[config.mk]
export PLATFORM = sky130hd
export DESIGN_NAME = nmea_rmc_position_parser
export DESIGN_NICKNAME = d
export VERILOG_FILES = /design/src/hdl/nrmc_pkg.sv /design/src/hdl/nrmc_input_reg.sv /design/src/hdl/nrmc_parse_core.sv /design/src/hdl/nrmc_result_reg.sv /design/src/hdl/nmea_rmc_position_parser.sv
export SDC_FILE = /design/constraint.sdc
export NUM_CORES = 1
export LEC_CHECK = 0
export BUFFER_PORTS_ARGS = -buffer_cell sky130_fd_sc_hd__buf_2
export CAP_MARGIN = 20
export CORE_MARGIN = 3
export CORE_UTILIZATION = 60
export CTS_BUF_LIST = sky130_fd_sc_hd__clkbuf_4 sky130_fd_sc_hd__clkbuf_8
export DETAILED_ROUTE_END_ITERATION = 7
export MAX_ROUTING_LAYER = met4
export PLACE_DENSITY = 0.82
export SLEW_MARGIN = 20
export SYNTH_ARGS = -nofsm -noshare
export SYNTH_HDL_FRONTEND = slang
export SYNTH_SLANG_ARGS = --single-unit
[constraint.sdc]
create_clock -name clk -period 18.85 [get_ports clk]
set_clock_uncertainty 0.15 [all_clocks]
set_input_delay 1.885 -clock clk [delete_from_list [all_inputs] [get_ports clk]]
set_output_delay 1.885 -clock clk [all_outputs]
set_load 0.01 [all_outputs]
[src/hdl/nrmc_pkg.sv]
// shared types, constants and helper functions of the rmc position parser
`timescale 1ns / 1ps
`default_nettype none

package nrmc_pkg;

    // packet and number format
    localparam int MAX_PACKET_BYTES = 1024 * 3;
    localparam int FRACTION_DIGITS  = 4;
    localparam int BYTE_CNT_W       = $clog2(MAX_PACKET_BYTES + 2);
    localparam int FRAC_W           = $clog2(FRACTION_DIGITS + 1);
    localparam int SCALE_W          = $clog2(10 ** FRACTION_DIGITS + 1);
    localparam int ACC_W            = 30;
    localparam int FIELD_W          = 4;
    localparam int HDR_LEN          = 6;
    localparam int HDR_W            = 3;

    localparam logic [ACC_W-1:0]   VALUE_LIMIT = ACC_W'(999999999);
    localparam logic [FIELD_W-1:0] FIELD_MAX   = '1;
    localparam logic [FIELD_W-1:0] FIELD_STATUS = FIELD_W'(2);
    localparam logic [FIELD_W-1:0] FIELD_LAT    = FIELD_W'(3);
    localparam logic [FIELD_W-1:0] FIELD_LON    = FIELD_W'(5);

    // characters of interest
    localparam logic [7:0] CH_DOLLAR = 8'h24;
    localparam logic [7:0] CH_STAR   = 8'h2A;
    localparam logic [7:0] CH_COMMA  = 8'h2C;
    localparam logic [7:0] CH_DOT    = 8'h2E;
    localparam logic [7:0] CH_CR     = 8'h0D;
    localparam logic [7:0] CH_LF     = 8'h0A;
    localparam logic [7:0] CH_ZERO   = 8'h30;
    localparam logic [7:0] CH_NINE   = 8'h39;
    localparam logic [7:0] CH_A      = 8'h41;
    localparam logic [7:0] CH_F      = 8'h46;
    localparam logic [7:0] CH_G      = 8'h47;
    localparam logic [7:0] CH_N      = 8'h4E;
    localparam logic [7:0] CH_R      = 8'h52;
    localparam logic [7:0] CH_M      = 8'h4D;
    localparam logic [7:0] CH_C      = 8'h43;

    // running checksum right after the header (the '$' is not included)
    localparam logic [7:0] HEADER_XOR = CH_G ^ CH_N ^ CH_R ^ CH_M ^ CH_C;

    // result codes
    typedef enum logic [1:0] {
        FIX_NONE  = 2'd0,
        FIX_VOID  = 2'd1,
        FIX_VALID = 2'd2
    } fix_event_t;

    // one input character
    typedef struct packed {
        logic [7:0] rx_byte;
        logic       packet_end;
    } in_item_t;

    // one report
    typedef struct packed {
        logic             valid;
        fix_event_t       fix_event;
        logic [7:0]       status_char;
        logic [ACC_W-1:0] latitude_e4;
        logic [ACC_W-1:0] longitude_e4;
    } result_t;

    // expected character at each header position
    function automatic logic [7:0] header_char(input logic [HDR_W-1:0] idx);
        logic [7:0] c;
        unique case (idx)
            HDR_W'(0): c = CH_DOLLAR;
            HDR_W'(1): c = CH_G;
            HDR_W'(2): c = CH_N;
            HDR_W'(3): c = CH_R;
            HDR_W'(4): c = CH_M;
            HDR_W'(5): c = CH_C;
            default:   c = CH_DOLLAR;
        endcase
        return c;
    endfunction

    // v * 10 + d, saturated at the value limit
    function automatic logic [ACC_W-1:0] sat_mul_add(input logic [ACC_W-1:0] v,
                                                     input logic [3:0] d);
        logic [ACC_W+3:0] r;
        r = ({4'b0, v} << 3) + ({4'b0, v} << 1) + {{ACC_W{1'b0}}, d};
        return (r > {4'b0, VALUE_LIMIT}) ? VALUE_LIMIT : r[ACC_W-1:0];
    endfunction

    // power of ten for the fraction digits still missing
    function automatic logic [SCALE_W-1:0] frac_scale(input logic [FRAC_W-1:0] cnt);
        logic [SCALE_W-1:0] s;
        s = SCALE_W'(1);
        for (int i = 0; i < FRACTION_DIGITS; i++) begin
            if (i >= int'(cnt))
                s = SCALE_W'(s * SCALE_W'(10));
        end
        return s;
    endfunction

    // number scaled to the fixed point, saturated at the value limit
    function automatic logic [ACC_W-1:0] scale_number(input logic [ACC_W-1:0] v,
                                                      input logic [FRAC_W-1:0] cnt);
        logic [ACC_W+SCALE_W-1:0] p;
        p = {{SCALE_W{1'b0}}, v} * {{ACC_W{1'b0}}, frac_scale(cnt)};
        return (p > {{SCALE_W{1'b0}}, VALUE_LIMIT}) ? VALUE_LIMIT : p[ACC_W-1:0];
    endfunction

    function automatic logic is_digit(input logic [7:0] b);
        return (b >= CH_ZERO) && (b <= CH_NINE);
    endfunction

    function automatic logic is_upper_hex(input logic [7:0] b);
        return (b >= CH_A) && (b <= CH_F);
    endfunction

endpackage

`default_nettype wire

[src/hdl/nrmc_input_reg.sv]
// input holding register of the rmc position parser
`timescale 1ns / 1ps
`default_nettype none

module nrmc_input_reg (
    input  wire logic              clk,
    input  wire logic              rst_n,
    input  wire logic              in_valid,
    output logic                   in_stall,
    input  wire nrmc_pkg::in_item_t in_item,
    input  wire logic              advance,
    output logic                   item_valid,
    output nrmc_pkg::in_item_t     item
);

    logic               valid_reg;
    logic               valid_next;
    nrmc_pkg::in_item_t item_reg;
    logic               accept;

    // hold a request only while the parse stage cannot take the held one
    assign in_stall = valid_reg && !advance;
    assign accept   = in_valid && !in_stall;

    always_comb
    begin
        if (accept)
            valid_next = 1'b1;
        else if (valid_reg && advance)
            valid_next = 1'b0;
        else
            valid_next = valid_reg;
    end

    always_ff @(posedge clk or negedge rst_n)
    begin
        if (!rst_n)
            valid_reg <= 1'b0;
        else
            valid_reg <= valid_next;
    end

    // payload needs no reset
    always_ff @(posedge clk)
    begin
        if (accept)
            item_reg <= in_item;
    end

    assign item_valid = valid_reg;
    assign item       = item_reg;

endmodule

`default_nettype wire

[src/hdl/nrmc_parse_core.sv]
// sentence state machine, checksum and number parsing of the rmc parser
`timescale 1ns / 1ps
`default_nettype none

module nrmc_parse_core (
    input  wire logic               clk,
    input  wire logic               rst_n,
    input  wire logic               step,
    input  wire nrmc_pkg::in_item_t item,
    output nrmc_pkg::result_t       res
);

    typedef enum logic [2:0] {
        PH_SEARCH  = 3'd0,
        PH_BODY    = 3'd1,
        PH_CHECK   = 3'd2,
        PH_WAIT_LF = 3'd3,
        PH_GOOD    = 3'd4,
        PH_FAIL    = 3'd5
    } phase_t;

    phase_t                          phase_reg,    phase_next;
    logic [nrmc_pkg::HDR_W-1:0]      hdr_cnt_reg,  hdr_cnt_next;
    logic [7:0]                      xor_reg,      xor_next;
    logic [7:0]                      chk_reg,      chk_next;
    logic [1:0]                      chk_cnt_reg,  chk_cnt_next;
    logic [nrmc_pkg::FIELD_W-1:0]    field_reg,    field_next;
    logic [nrmc_pkg::ACC_W-1:0]      num_reg,      num_next;
    logic [nrmc_pkg::FRAC_W-1:0]     frac_reg,     frac_next;
    logic                            dot_reg,      dot_next;
    logic                            stop_reg,     stop_next;
    logic                            taken_reg,    taken_next;
    logic [nrmc_pkg::ACC_W-1:0]      pend_lat_reg, pend_lat_next;
    logic [nrmc_pkg::ACC_W-1:0]      pend_lon_reg, pend_lon_next;
    logic [7:0]                      pend_st_reg,  pend_st_next;
    logic [nrmc_pkg::ACC_W-1:0]      lat_reg,      lat_next;
    logic [nrmc_pkg::ACC_W-1:0]      lon_reg,      lon_next;
    logic [7:0]                      st_reg,       st_next;
    logic [nrmc_pkg::BYTE_CNT_W-1:0] bcnt_reg,     bcnt_next;

    logic [7:0]                   b;
    logic [nrmc_pkg::ACC_W-1:0]   scaled;
    logic [nrmc_pkg::ACC_W-1:0]   digit_acc;
    logic [3:0]                   hex_nib;
    logic                         hex_ok;
    logic                         oversize;
    logic                         good;
    logic                         fix_a;
    nrmc_pkg::result_t            res_next;

    assign b = item.rx_byte;

    // field value when it closes, and value with this digit appended
    assign scaled    = nrmc_pkg::scale_number(num_reg, frac_reg);
    assign digit_acc = nrmc_pkg::sat_mul_add(num_reg, b[3:0]);

    // checksum digit decode
    assign hex_ok  = nrmc_pkg::is_digit(b) || nrmc_pkg::is_upper_hex(b);
    assign hex_nib = nrmc_pkg::is_digit(b) ? b[3:0] : 4'(b[3:0] + 4'd9);

    always_comb
    begin
        phase_next    = phase_reg;
        hdr_cnt_next  = hdr_cnt_reg;
        xor_next      = xor_reg;
        chk_next      = chk_reg;
        chk_cnt_next  = chk_cnt_reg;
        field_next    = field_reg;
        num_next      = num_reg;
        frac_next     = frac_reg;
        dot_next      = dot_reg;
        stop_next     = stop_reg;
        taken_next    = taken_reg;
        pend_lat_next = pend_lat_reg;
        pend_lon_next = pend_lon_reg;
        pend_st_next  = pend_st_reg;
        lat_next      = lat_reg;
        lon_next      = lon_reg;
        st_next       = st_reg;
        res_next      = '0;

        // byte count saturates one past the limit
        if (bcnt_reg <= nrmc_pkg::BYTE_CNT_W'(nrmc_pkg::MAX_PACKET_BYTES))
            bcnt_next = bcnt_reg + 1'b1;
        else
            bcnt_next = bcnt_reg;

        unique case (phase_reg)
            // header search, a stray '$' restarts the match
            PH_SEARCH:
            begin
                if (b == nrmc_pkg::header_char(hdr_cnt_reg)) begin
                    hdr_cnt_next = hdr_cnt_reg + 1'b1;
                    if (hdr_cnt_reg == nrmc_pkg::HDR_W'(nrmc_pkg::HDR_LEN - 1)) begin
                        phase_next    = PH_BODY;
                        xor_next      = nrmc_pkg::HEADER_XOR;
                        field_next    = '0;
                        num_next      = '0;
                        frac_next     = '0;
                        dot_next      = 1'b0;
                        stop_next     = 1'b0;
                        taken_next    = 1'b0;
                        pend_st_next  = st_reg;
                        pend_lat_next = '0;
                        pend_lon_next = '0;
                    end
                end else begin
                    hdr_cnt_next = (b == nrmc_pkg::CH_DOLLAR) ? nrmc_pkg::HDR_W'(1) : '0;
                end
            end
            // sentence body up to the '*'
            PH_BODY:
            begin
                if (b == nrmc_pkg::CH_STAR) begin
                    if (field_reg == nrmc_pkg::FIELD_LAT)
                        pend_lat_next = scaled;
                    else if (field_reg == nrmc_pkg::FIELD_LON)
                        pend_lon_next = scaled;
                    phase_next   = PH_CHECK;
                    chk_next     = '0;
                    chk_cnt_next = '0;
                end else if (b == nrmc_pkg::CH_CR || b == nrmc_pkg::CH_LF) begin
                    phase_next = PH_FAIL;
                end else begin
                    xor_next = xor_reg ^ b;
                    if (b == nrmc_pkg::CH_COMMA) begin
                        if (field_reg == nrmc_pkg::FIELD_LAT)
                            pend_lat_next = scaled;
                        else if (field_reg == nrmc_pkg::FIELD_LON)
                            pend_lon_next = scaled;
                        if (field_reg < nrmc_pkg::FIELD_MAX)
                            field_next = field_reg + 1'b1;
                        num_next  = '0;
                        frac_next = '0;
                        dot_next  = 1'b0;
                        stop_next = 1'b0;
                    end else if (field_reg == nrmc_pkg::FIELD_STATUS) begin
                        if (!taken_reg) begin
                            pend_st_next = b;
                            taken_next   = 1'b1;
                        end
                    end else if ((field_reg == nrmc_pkg::FIELD_LAT ||
                                  field_reg == nrmc_pkg::FIELD_LON) && !stop_reg) begin
                        if (nrmc_pkg::is_digit(b)) begin
                            if (!dot_reg) begin
                                num_next = digit_acc;
                            end else if (frac_reg <
                                         nrmc_pkg::FRAC_W'(nrmc_pkg::FRACTION_DIGITS)) begin
                                num_next  = digit_acc;
                                frac_next = frac_reg + 1'b1;
                            end
                        end else if (b == nrmc_pkg::CH_DOT && !dot_reg) begin
                            dot_next = 1'b1;
                        end else begin
                            stop_next = 1'b1;
                        end
                    end
                end
            end
            // checksum digits and the closing cr lf
            PH_CHECK, PH_WAIT_LF:
            begin
                if (phase_reg == PH_WAIT_LF && b == nrmc_pkg::CH_LF) begin
                    phase_next = (chk_cnt_reg == 2'd2 && chk_reg == xor_reg) ?
                                 PH_GOOD : PH_FAIL;
                end else if (b == nrmc_pkg::CH_CR) begin
                    if (phase_reg == PH_WAIT_LF)
                        chk_cnt_next = '0;
                    phase_next = PH_WAIT_LF;
                end else begin
                    phase_next = PH_CHECK;
                    if (hex_ok) begin
                        chk_next = {chk_reg[3:0], hex_nib};
                        if (phase_reg == PH_WAIT_LF)
                            chk_cnt_next = 2'd1;
                        else if (chk_cnt_reg < 2'd2)
                            chk_cnt_next = chk_cnt_reg + 1'b1;
                    end else begin
                        chk_cnt_next = '0;
                    end
                end
            end
            // rest of the packet is ignored
            PH_GOOD, PH_FAIL:
            begin
            end
            default:
            begin
            end
        endcase

        // packet end: report unless oversize or a broken sentence, update stored values, clear the sentence state
        if (item.packet_end) begin
            oversize = bcnt_next > nrmc_pkg::BYTE_CNT_W'(nrmc_pkg::MAX_PACKET_BYTES);
            good     = phase_next == PH_GOOD;
            fix_a    = pend_st_reg == nrmc_pkg::CH_A;
            if (!oversize && (good || phase_next == PH_SEARCH)) begin
                if (good) begin
                    st_next = pend_st_reg;
                    if (fix_a && pend_lat_reg != '0)
                        lat_next = pend_lat_reg;
                    if (fix_a && pend_lon_reg != '0)
                        lon_next = pend_lon_reg;
                end
                res_next.valid        = 1'b1;
                res_next.fix_event    = !good ? nrmc_pkg::FIX_NONE :
                                        fix_a ? nrmc_pkg::FIX_VALID : nrmc_pkg::FIX_VOID;
                res_next.status_char  = st_next;
                res_next.latitude_e4  = lat_next;
                res_next.longitude_e4 = lon_next;
            end
            phase_next    = PH_SEARCH;
            hdr_cnt_next  = '0;
            xor_next      = '0;
            chk_next      = '0;
            chk_cnt_next  = '0;
            field_next    = '0;
            num_next      = '0;
            frac_next     = '0;
            dot_next      = 1'b0;
            stop_next     = 1'b0;
            taken_next    = 1'b0;
            pend_lat_next = '0;
            pend_lon_next = '0;
            pend_st_next  = '0;
            bcnt_next     = '0;
        end else begin
            oversize = 1'b0;
            good     = 1'b0;
            fix_a    = 1'b0;
        end
    end

    // parser state
    always_ff @(posedge clk or negedge rst_n)
    begin
        if (!rst_n) begin
            phase_reg    <= PH_SEARCH;
            hdr_cnt_reg  <= '0;
            xor_reg      <= '0;
            chk_reg      <= '0;
            chk_cnt_reg  <= '0;
            field_reg    <= '0;
            num_reg      <= '0;
            frac_reg     <= '0;
            dot_reg      <= 1'b0;
            stop_reg     <= 1'b0;
            taken_reg    <= 1'b0;
            pend_lat_reg <= '0;
            pend_lon_reg <= '0;
            pend_st_reg  <= '0;
            lat_reg      <= '0;
            lon_reg      <= '0;
            st_reg       <= '0;
            bcnt_reg     <= '0;
        end else if (step) begin
            phase_reg    <= phase_next;
            hdr_cnt_reg  <= hdr_cnt_next;
            xor_reg      <= xor_next;
            chk_reg      <= chk_next;
            chk_cnt_reg  <= chk_cnt_next;
            field_reg    <= field_next;
            num_reg      <= num_next;
            frac_reg     <= frac_next;
            dot_reg      <= dot_next;
            stop_reg     <= stop_next;
            taken_reg    <= taken_next;
            pend_lat_reg <= pend_lat_next;
            pend_lon_reg <= pend_lon_next;
            pend_st_reg  <= pend_st_next;
            lat_reg      <= lat_next;
            lon_reg      <= lon_next;
            st_reg       <= st_next;
            bcnt_reg     <= bcnt_next;
        end
    end

    assign res = res_next;

endmodule

`default_nettype wire

[src/hdl/nrmc_result_reg.sv]
// output register of the rmc position parser
`timescale 1ns / 1ps
`default_nettype none

module nrmc_result_reg (
    input  wire logic              clk,
    input  wire logic              rst_n,
    input  wire logic              load,
    input  wire nrmc_pkg::result_t res,
    output logic                   out_valid,
    input  wire logic              out_stall,
    output logic [1:0]             fix_event,
    output logic [7:0]             status_char,
    output logic [29:0]            latitude_e4,
    output logic [29:0]            longitude_e4
);

    logic              valid_reg;
    logic              valid_next;
    nrmc_pkg::result_t data_reg;

    // a held request stays until taken, a new one only arrives into a free slot
    always_comb
    begin
        if (load)
            valid_next = 1'b1;
        else if (valid_reg && !out_stall)
            valid_next = 1'b0;
        else
            valid_next = valid_reg;
    end

    always_ff @(posedge clk or negedge rst_n)
    begin
        if (!rst_n)
            valid_reg <= 1'b0;
        else
            valid_reg <= valid_next;
    end

    always_ff @(posedge clk)
    begin
        if (load)
            data_reg <= res;
    end

    assign out_valid    = valid_reg;
    assign fix_event    = data_reg.fix_event;
    assign status_char  = data_reg.status_char;
    assign latitude_e4  = data_reg.latitude_e4;
    assign longitude_e4 = data_reg.longitude_e4;

endmodule

`default_nettype wire

[src/hdl/nmea_rmc_position_parser.sv]
// top level of the rmc position parser
// an accepted character is held in the input register and then parsed, and the report it
//   closes is loaded into the output register, which drives the output ports
// throughput: one character per cycle; the only hold-up is a last character
//   arriving while the one-entry output register still holds a stalled report
// reset: asynchronous, active low; clears sentence state, stored position and status
`timescale 1ns / 1ps
`default_nettype none

module nmea_rmc_position_parser (
    input  wire logic        clk,
    input  wire logic        rst_n,
    input  wire logic        in_valid,
    output logic             in_stall,
    input  wire logic [7:0]  rx_byte,
    input  wire logic        packet_end,
    output logic             out_valid,
    input  wire logic        out_stall,
    output logic [1:0]       fix_event,
    output logic [7:0]       status_char,
    output logic [29:0]      latitude_e4,
    output logic [29:0]      longitude_e4
);

    nrmc_pkg::in_item_t in_item;
    nrmc_pkg::in_item_t item;
    nrmc_pkg::result_t  res;
    logic               item_valid;
    logic               advance;
    logic               step;

    assign in_item.rx_byte    = rx_byte;
    assign in_item.packet_end = packet_end;

    // a last character waits only while the output slot is full and stalled
    assign advance = !(item.packet_end && out_valid && out_stall);
    assign step    = item_valid && advance;

    nrmc_input_reg u_input (
        .clk        (clk),
        .rst_n      (rst_n),
        .in_valid   (in_valid),
        .in_stall   (in_stall),
        .in_item    (in_item),
        .advance    (advance),
        .item_valid (item_valid),
        .item       (item)
    );

    nrmc_parse_core u_core (
        .clk   (clk),
        .rst_n (rst_n),
        .step  (step),
        .item  (item),
        .res   (res)
    );

    nrmc_result_reg u_result (
        .clk          (clk),
        .rst_n        (rst_n),
        .load         (step && res.valid),
        .res          (res),
        .out_valid    (out_valid),
        .out_stall    (out_stall),
        .fix_event    (fix_event),
        .status_char  (status_char),
        .latitude_e4  (latitude_e4),
        .longitude_e4 (longitude_e4)
    );

endmodule

`default_nettype wire

==> results.yml <==
critical_path:
  crit_type: "reg -> reg"
  arrival_ps: 12290
  cp_common_cell: "fa_1"
  cp-end-kind: "flip-flop"
  rr_endpoint: "u_core.pend_lat_reg[26]"
  critical_path.slowest_cell: "a211oi_1"
  reg2reg_slack_ps: 6860
  crit_required_ps: 19150
  worstReg2RegStart: "u_core.frac_reg[2]"
  crit_path_max_fanout: 38
  critPathLaunchType: "flip-flop"
  ff2ff_path_depth: 39
  slowest_delay_ps: 770
synth:
  synth_simple_gate_area_share_pct: 16.4
  synth-edff-count: 79
  synth-async-reset-ratio_pct: 73.0
  yosys.area_share.adder_pct: 30.6
  synth_top_family_by_area: "adder cells"
  synth_compound_area_share_pct: 12.3
  seq_area_frac_synth_pct: 25.5
  yosys_warnings: 0
  syn_nets: 3807
  postSynthAreaPerCell_sq_um: 9.32
  synthXorXnorAreaFrac_pct: 2.37
  ys_types: 86
  syn_area_sq_um: 30300
  ys_ff_latch: 293
  synthMuxAreaShare_pct: 5.58
  synth_ff_type: "dfrtp_1"
  synth_cells: 3254
floorplanning:
  dieArea_sq_um: 53300
  die_w_um: 231
  rows: 81
  design.core.area_sq_um: 49500
  initial_core_util_pct: 61.3
  fp.dieH_um: 231
  top_level_ports: 85
power:
  ir_drop_mv: 0.0422
  power_leakage_nw: 15.3
  powerDensity_nw_per_um2: 44.1
timing:
  report.final.slew_viol_count: 0
  rsz0062_at_grt: "false"
  period_share_pct: 63.6
  tns_ps: 0
  period_minus_slack_ps: 11990
  slew_headroom_pct: 35.6
  tightest_slew_ps: 958
  finalHoldViolations: 0
  fmax_ghz: 0.0834
  setup_viol: 0
  fin_hold_ws_ps: 345
cts:
  tritoncts: "built"
  insertion_delay_ps: 640
  cts_max_level: 2
  numCtsBuffers: 48
  cts_root_buffer: "clkbuf_8"
  ctsResizeCount: 0
  path_clk_slew_ps: 70
  cts_max_path_buffers: 3
  cts_sinks: 293
  cts_setup_buffers: 0
  hold_buffers: 0
routing:
  finalWirelength_um: 76400
  drt_pass1_iterations: 6
  antenna_left: 0
  vias: 24300
  drt_iter0_drc: 1898
  drc: 0
  viasPerCell: 6.18
  avgRoutedWirePerCell_um: 19.4
min_path:
  hp-start: "u_core.stop_reg"
  min_to: "u_core.stop_reg"
  hp-class: "reg -> reg"
  holdPathStages: 2
final_layout:
  drive_gt1_share_pct: 9.59
  diodes: 0
  area_growth_pct: 6.19
  nets: 3787
  fin_area_sq_um: 32200
  fillers: 3874
  utilization_pct: 65.1
flow_run:
  max-cap-violations: 0
placed_design:
  dp_hpwl_um: 57300
  port_buffers: 84
  place_congestion: 0.946
  placed_area_sq_um: 31100
global_route:
  antenna_found_initial: 0
  grt_max_degree: 83
  grt_pass1_wl_um: 129000
  gr-total-overflow: 0
  track_usage_pct: 30.5
  grt_pass1_vias: 25700
outcome:
  outcome: "finished, final reports clean"
-- placed cells by master, fill, tap and decap left out, types with 28 or more instances in the layout --
cell	instances
nor2_1	199
nand2_1	388
a21oi_1	127
xor2_1	31
xnor2_1	50
dfrtp_1	213
o21ai_0	140
a31oi_1	50
buf_2	83
clkbuf_8	53
edfxtp_1	79
nor3_1	49
nand3_1	35
ha_1	204
inv_1	398
nor4_1	28
a21o_1	38
mux2_2	79
and2_1	157
fa_1	336
nand4_1	38
mux2i_1	79
-- stage by stage --
step	worst slack (ps)	power, mW	cells
after global routing	6110	1.47	3937
after global placement	6850	0.815	3847
after floorplan	8060	0.779	3254
after CTS	6540	1.43	3936
after detailed placement	6560	0.822	3847
final	6860	1.42	3937
-- critical path, delay by kind of cell (launching register included) --
| kind | cells | cell delay (ps) |
|---|---|---|
| adder cells (fa/ha/maj) | 10 | 4550 |
| buffers and inverters | 7 | 1060 |
| AND/OR/NAND/NOR | 5 | 1740 |
| AO/OA/AOI/OAI | 15 | 3540 |
| multiplexers | 1 | 240 |
| flip-flops | 1 | 400 |
| XOR/XNOR | 1 | 100 |
-- layer usage --
metal  GRT usage (%)  wire length [um]
met1            38.1             30300
met2            50.5             37600
met3            4.23              5380
met4            12.1              3140
met5               -                 0
-- cell families after synthesis --
family | Yosys count
other cells | 1
fa+ha+maj | 540
compound gates | 573
simple gates | 1027
mux | 159
flops | 293
buf+inv | 579
xor+xnor | 82
-- cell usage after synthesis (18+ instances only) --
library cell | count | share of area [%]
a21o_1 | 38 | 0.94
a21oi_1 | 127 | 2.1
a31oi_1 | 50 | 1.0
and2_1 | 158 | 3.3
and3_1 | 27 | 0.56
buf_2 | 29 | 0.48
clkbuf_1 | 139 | 1.7
dfrtp_1 | 214 | 18
edfxtp_1 | 79 | 7.8
fa_1 | 336 | 22
ha_1 | 204 | 8.4
inv_1 | 399 | 4.9
mux2_2 | 79 | 2.9
mux2i_1 | 79 | 2.6
nand2_1 | 389 | 4.8
nand3_1 | 35 | 0.58
nand3b_1 | 18 | 0.45
nand4_1 | 38 | 0.78
nor2_1 | 202 | 2.5
nor3_1 | 49 | 0.81
nor3b_1 | 23 | 0.57
nor4_1 | 28 | 0.58
o21a_1 | 22 | 0.54
o21ai_0 | 143 | 2.4
xnor2_1 | 51 | 1.5
xor2_1 | 31 | 0.89
-- power by group --
| part | switching (mW) | internal (mW) |
|---|---|---|
| logic | 0.0674 | 0.0359 |
| clock network | 0.265 | 0.344 |
| registers | 0.0316 | 0.679 |
| total | 0.364 | 1.06 |
-- layout make-up --
cell class	count	area, sq um	share of cell area [%]
multi-input cells	2382	20500	63.5
clock buffers	68	836	2.59
inverters	399	1500	4.65
well taps	664	831	2.58
clock inverters	21	216	0.672
flip-flops and latches	293	7730	24.0
repair buffers	110	644	2.00
-- how the worst max path moves through the flow --
stage | start | end | slack (ps) | depth (start not counted)
final | u_core.frac_reg[2] | u_core.pend_lat_reg[26] | 6860 | 39
after global routing | u_core.frac_reg[2] | u_core.pend_lat_reg[26] | 6110 | 39
after CTS | u_core.frac_reg[2] | u_core.pend_lat_reg[21] | 6540 | 39
after detailed placement | u_core.frac_reg[1] | u_core.pend_lat_reg[21] | 6560 | 39
after global placement | u_core.frac_reg[1] | u_core.pend_lon_reg[9] | 6850 | 37
after floorplan | u_core.frac_reg[2] | u_core.pend_lat_reg[0] | 8060 | 43
Power figures use the tool's default switching activity.
